===== src/hw/rtl/ira_pkg.sv =====
// Shared constants and control types of the interval room allocator.
`default_nettype none

package ira_pkg;

  localparam int HEAP_DEPTH = 1024;
  localparam int TIME_WIDTH = 32;
  localparam int ADDR_W     = $clog2(HEAP_DEPTH);
  localparam int COUNT_W    = $clog2(HEAP_DEPTH + 1);
  localparam int CHILD_W    = ADDR_W + 2;

  typedef struct packed {
    logic capture;
    logic start_up;
    logic start_dn;
    logic set_ovf;
    logic place;
    logic rd_parent;
    logic up_eval;
    logic rd_left;
    logic rd_right;
    logic dn_eval;
    logic publish;
  } ira_cmd_t;

  typedef struct packed {
    logic need_room;
    logic full;
    logic at_root;
    logic up_move;
    logic no_child;
    logic dn_move;
    logic out_free;
  } ira_sts_t;

endpackage

`default_nettype wire


===== src/hw/rtl/ira_ctrl.sv =====
// Controller state machine that sequences heap decisions, sift-up and sift-down.
`default_nettype none

module ira_ctrl (
  input  wire logic              clk,
  input  wire logic              rst,
  input  wire logic              in_valid,
  output logic                   in_stall,
  input  wire ira_pkg::ira_sts_t sts,
  output ira_pkg::ira_cmd_t      cmd
);

  localparam logic [2:0] ST_IDLE   = 3'd0;
  localparam logic [2:0] ST_DECIDE = 3'd1;
  localparam logic [2:0] ST_UP     = 3'd2;
  localparam logic [2:0] ST_UP_CMP = 3'd3;
  localparam logic [2:0] ST_DN     = 3'd4;
  localparam logic [2:0] ST_DN_R   = 3'd5;
  localparam logic [2:0] ST_DN_CMP = 3'd6;
  localparam logic [2:0] ST_DONE   = 3'd7;

  logic [2:0] state;
  logic [2:0] state_next;

  assign in_stall = (state != ST_IDLE);

  always_comb begin
    state_next = state;
    cmd        = '0;
    case (state)
      ST_IDLE: begin
        if (in_valid) begin
          cmd.capture = 1'b1;
          state_next  = ST_DECIDE;
        end
      end
      ST_DECIDE: begin
        if (sts.need_room) begin
          if (sts.full) begin
            cmd.set_ovf = 1'b1;
            state_next  = ST_DONE;
          end else begin
            cmd.start_up = 1'b1;
            state_next   = ST_UP;
          end
        end else begin
          cmd.start_dn = 1'b1;
          state_next   = ST_DN;
        end
      end
      ST_UP: begin
        if (sts.at_root) begin
          cmd.place  = 1'b1;
          state_next = ST_DONE;
        end else begin
          cmd.rd_parent = 1'b1;
          state_next    = ST_UP_CMP;
        end
      end
      ST_UP_CMP: begin
        cmd.up_eval = 1'b1;
        state_next  = sts.up_move ? ST_UP : ST_DONE;
      end
      ST_DN: begin
        if (sts.no_child) begin
          cmd.place  = 1'b1;
          state_next = ST_DONE;
        end else begin
          cmd.rd_left = 1'b1;
          state_next  = ST_DN_R;
        end
      end
      ST_DN_R: begin
        cmd.rd_right = 1'b1;
        state_next   = ST_DN_CMP;
      end
      ST_DN_CMP: begin
        cmd.dn_eval = 1'b1;
        state_next  = sts.dn_move ? ST_DN : ST_DONE;
      end
      ST_DONE: begin
        if (sts.out_free) begin
          cmd.publish = 1'b1;
          state_next  = ST_IDLE;
        end
      end
      default: begin
        state_next = ST_IDLE;
      end
    endcase
  end

  always_ff @(posedge clk) begin
    if (rst) begin
      state <= ST_IDLE;
    end else begin
      state <= state_next;
    end
  end

endmodule

`default_nettype wire


===== config.mk =====
export PLATFORM = sky130hd
export DESIGN_NAME = ira_ctrl
export DESIGN_NICKNAME = d
export VERILOG_FILES = /design/src/hw/rtl/ira_pkg.sv /design/src/hw/rtl/ira_ctrl.sv
export SDC_FILE = /design/constraint.sdc
export NUM_CORES = 1
export LEC_CHECK = 0
export BUFFER_PORTS_ARGS = -buffer_cell sky130_fd_sc_hd__buf_2
export CAP_MARGIN = 20
export CELL_PAD_IN_SITES_DETAIL_PLACEMENT = 0
export CELL_PAD_IN_SITES_GLOBAL_PLACEMENT = 1
export CORE_MARGIN = 1.5
export CORE_UTILIZATION = 24
export CTS_CLUSTER_DIAMETER = 50
export DETAILED_ROUTE_END_ITERATION = 10
export MAX_ROUTING_LAYER = met4
export PLACE_DENSITY = 0.73
export SYNTH_ARGS = -nofsm -noshare
export SYNTH_HDL_FRONTEND = slang
export SYNTH_SLANG_ARGS = --single-unit

===== constraint.sdc =====
create_clock -name clk -period 1.2 [get_ports clk]
set_input_delay 0.06 -clock clk [delete_from_list [all_inputs] [get_ports clk]]
set_output_delay 0.06 -clock clk [all_outputs]
set_load 0.03 [all_outputs]

# [Yosys cells after proc, flatten, opt, wreduce, memory -nomap -nowiden]
# Cells that the tools add are included.
[op_classes] mux=29 n_eq_ne=9 n_reduce_logical=3
[op_table] cell="3-bit case mux with 8 select lines" n=1
[op_table] cell="3-bit two-way mux" n=7
[op_table] cell="1-bit two-way mux" n=18
[op_table] cell="3-bit == test, second input constant" n=4
[op_table] cell="3-bit by 2-bit == test with 1-bit output, second input constant" n=2
[op_table] cell="2-bit two-way mux" n=2
[op_table] cell="2-bit inequality test, second input constant" n=2
[op_table] cell="3-bit by 1-bit == test with 1-bit output, second input constant" n=1
[op_table] cell="3-bit zero test" n=1
[op_table] cell="3-bit nonzero test" n=1
[op_table] cell="1-bit case mux with 2 select lines" n=1
[op_table] cell="2-bit AND reduction" n=1
[totals] out_inout_bits=12 reg_bits=3

# [Depth between registers and ports, before layout]
[depth] ltp_word=3 mapped_depth=5 depth_no_buf=4

# [Worst setup path before layout]
# OpenSTA, ideal clock, no wires.
[synth_timing] path_kind="register to output" startpoint="register state[0]" endpoint="output cmd[5] (netlist name)" setup_slack_ps=-476 stages_incl_launch_ff=3 t_arrival_ps=1616 required_ps=1140 cell_sequence="dfxtp_1 buf_2 nor4b_1"
[synth_lines] item="start, declared" line="ira_ctrl.sv:22" rtl="logic [2:0] state;"
[synth_lines] item="start signal, assigned" line="ira_ctrl.sv:97" rtl="state <= state_next;"
[synth_lines] item="end, declared" line="ira_ctrl.sv:10" rtl="output ira_pkg::ira_cmd_t cmd"

==> key figures <==
Setup path
  – Slowest stage delay, CP: 340 ps
  – Highest net fanout along the worst path: 5
  – Depth of the worst register-to-register path: 5
  – Critical path, cell by cell: buf_6, nand2b_4, nor3_4, buf_6
  – Critical path buffer and inverter count: 2
  – Worst setup path category: flop to output pin
  – Crit path required time: 1140 ps
  – Category of the worst setup path capture point: output pin
  – Arrival time at the worst endpoint: 1210 ps
  – Slowest cell on the critical path: sky130_fd_sc_hd__dfxtp_2
  – Crit path max-delay family: simple AND/OR/NAND/NOR gates
  – Crit. path cell count: 4
  – Origin of the critical flop-to-flop path: state[2]
  – Critical Path Start Type: flop
  – Setup crit start: state[2]
  – Cell mode on critical path: sky130_fd_sc_hd__buf_6

Global routing
  – Largest net degree at the start of global routing: 14
  – Vias in the first global route: 410
  – GRT Total Usage: 0.162
  – First-pass GRT wire length: 1.70 mm
  – Overflow after GRT: 0
  – Number of antenna violations at the first check in global routing: 0

Run
  – Max-capacitance violation count: 0

Floorplanning
  – Die footprint: 1560 µm²
  – Height of the chip: 39.5 µm
  – Std cell rows: 12
  – Effective utilization at floorplan: 0.272
  – I/O pin total: 22
  – Die X: 39.5 µm
  – Core Region: 1170 µm²

Timing
  – Actual slew at the worst max-slew pin: 231 ps
  – Worst clock skew on the final layout: 2.19 ps
  – Fraction of the cycle the final worst path needs: 1.06
  – RSZ-0062 raised after global routing: true
  – Max transition margin: 0.846
  – Final hold violation count: 0
  – Final worst setup slack: -74.6 ps
  – Final Slew Violations: 0
  – Setup violation total in the final timing report: 9
  – Max Clock Freq: 785 MHz
  – Time the worst path needs with I/O delays and setup: 1270 ps

Synthesis
  – Synth area leaders: sky130_fd_sc_hd__dfxtp_1 19%, sky130_fd_sc_hd__a21oi_1 7.8%, sky130_fd_sc_hd__nand2_1 7.1%
  – Area fraction in and, or, nand and nor cells after synthesis: 0.463
  – Post-Syn Nets: 60
  – Multiplexer share of the synthesized area: 0
  – Register area share after synthesis: 0.188
  – Yosys warnings: 0
  – Leading post-synthesis cells by instance count: 6 x sky130_fd_sc_hd__nand2_1, 6 x sky130_fd_sc_hd__nor2_1, 5 x sky130_fd_sc_hd__a21oi_1, 4 x sky130_fd_sc_hd__inv_1, 4 x sky130_fd_sc_hd__o21ai_0
  – Cells after Synth: 50
  – Post-synth EDFFs: 0
  – Avg Cell Area, Syn: 6.38 µm²
  – Most instantiated flip-flop cell in the synthesis netlist: sky130_fd_sc_hd__dfxtp_1
  – Most area-hungry cell type in the Yosys netlist: sky130_fd_sc_hd__dfxtp_1
  – Xor and xnor area share after synthesis: 0
  – Main combinational cell family by area after synthesis: simple AND/OR/NAND/NOR gates
  – Asr flop ratio synth: 0
  – Proportion of netlist area held by the largest area contributor: 0.188
  – Distinct cell type count of the synthesized netlist: 24
  – Synth Cell Area: 319 µm²
  – Synth Area in Compound Gates: 0.247
  – Post-synthesis share of cell area spent on full adders, half adders and majority gates: 0
  – FF+latch count, synth: 3

Layout
  – Diode count: 0
  – Nets: 96
  – Most flops, register: state
  – Max FFs per register: 3
  – Largest registers in the final layout: state: 3 flops
  – Final Instance Area: 676 µm²
  – Share of layout cells above drive strength 1: 0.624
  – Area growth syn-to-layout: 112%
  – Final standard cell count with taps included and fillers excluded: 99

Placed design
  – Final GP Congestion: 0.746
  – Post-DP Area: 509 µm²
  – Number of buffers added on ports: 21
  – DP Worst Slack: 23.2 ps
  – Dpl cells: 89
  – Detail Placement HPWL: 739 µm

Drt
  – First-pass iteration count of the detailed router: 4
  – Overall via count from detail_route: 467
  – Iter 0 DRT Violations: 2
  – Wirelength, routed: 1.09 mm
  – Remaining design rule violation count: 0
  – Residual antenna-violating net count after detailed routing: 0
  – Average wire per cell in the routed design: 11.0 µm
  – Drt via density: 4.72

Power
  – VDD IR-drop max: 1.15 mV
  – P_leak: 0.000315 µW
  – Total power per unit cell area: 2700 nW/µm²

Hold path
  – Min-delay worst type: primary input to flop
  – Hold path cells: 2
  – Startpoint of the worst hold path: rst

Clock network
  – Clock buffer depth: 2
  – Clock tree from TritonCTS: done
  – Clock transition at the registers of the reported paths: 40 ps
  – Level count of the clock H-tree: 1
  – TritonCTS Buffers: 3
  – Clock root cell: sky130_fd_sc_hd__clkbuf_4
  – Source-to-sink clock delay at the later pin of the worst-skew pair: 230 ps
  – Sink count of the clock tree: 3

Status
  – Violated checks: negative setup slack
  – Status: complete, but fails checks
## cell families after synthesis
| group | after synthesis |
|---|---|
| AO/OA/AOI/OAI | 14 |
| buffers and inverters | 7 |
| flip-flops | 3 |
| AND/OR/NAND/NOR | 26 |
## cells in the final DEF (no fill, tap or decap), types with 3 or more instances in the layout
cell type and instances:
sky130_fd_sc_hd__inv_1 3, sky130_fd_sc_hd__buf_6 7, sky130_fd_sc_hd__nor2_1 4, sky130_fd_sc_hd__a21oi_1 3
sky130_fd_sc_hd__nand2_1 6, sky130_fd_sc_hd__buf_2 9, sky130_fd_sc_hd__buf_4 17, sky130_fd_sc_hd__clkbuf_4 3
## per-stage QoR
step           power (µW)   util  setup TNS (ps)  hold WS (ps)
3_3_place_gp         1240  0.435               0           266
2_1_floorplan         940      -            -317           129
6_report             1820  0.577            -364          14.8
4_1_cts              1770  0.564            -429          13.5
5_1_grt              1930  0.577            -795          13.6
3_5_place_dp         1240  0.435               0           258
## routing by layer
metal  wire length, µm  vias to the layer above  track usage
met4                 0                        0       0.0690
met3                51                        0            0
met5                 0                        -            -
met2               581                       15        0.287
li1                  -                      241            -
met1               455                      211        0.193
## worst register-to-register path, cell delays in order (launching register included)
cell and delay, ps:
sky130_fd_sc_hd__dfxtp_2 340, sky130_fd_sc_hd__or3_4 420, sky130_fd_sc_hd__buf_4 150, sky130_fd_sc_hd__nor2_2 60, sky130_fd_sc_hd__nor2_1 40, sky130_fd_sc_hd__o21a_1 90
## final cells by class
class | count | area (µm²)
Clock buffer | 4 | 26.3
Fill cell | 106 | 495
Inverter | 4 | 15.0
Multi-Input combinational cell | 40 | 277
Sequential cell | 3 | 68.8
Tap cell | 14 | 17.5
Timing Repair Buffer | 34 | 272
## repair_timing
| item | in CTS | in global routing |
|---|---|---|
| setup endpoints to repair | 12 | 14 |
| pin swaps | 3 | 1 |
| gates resized for setup | 23 | 11 |
| setup buffers | 6 | 0 |
| hold buffers | 0 | 0 |
## report_power, final
group / switching (µW) / internal (µW) / total [µW]
logic: 676 / 700 / 1380
clock network: 49.5 / 124 / 174
registers: 105 / 170 / 275
## worst paths after layout
| check | slack (ps) | to |
|---|---|---|
| worst max-delay path | -70 | cmd[7] |
| worst min-delay path | 10 | state[2] |
| worst max register to register | -10 | state[0] |
| worst min register to register | 530 | state[1] |
No activity file was read; power rests on OpenSTA's default activity.
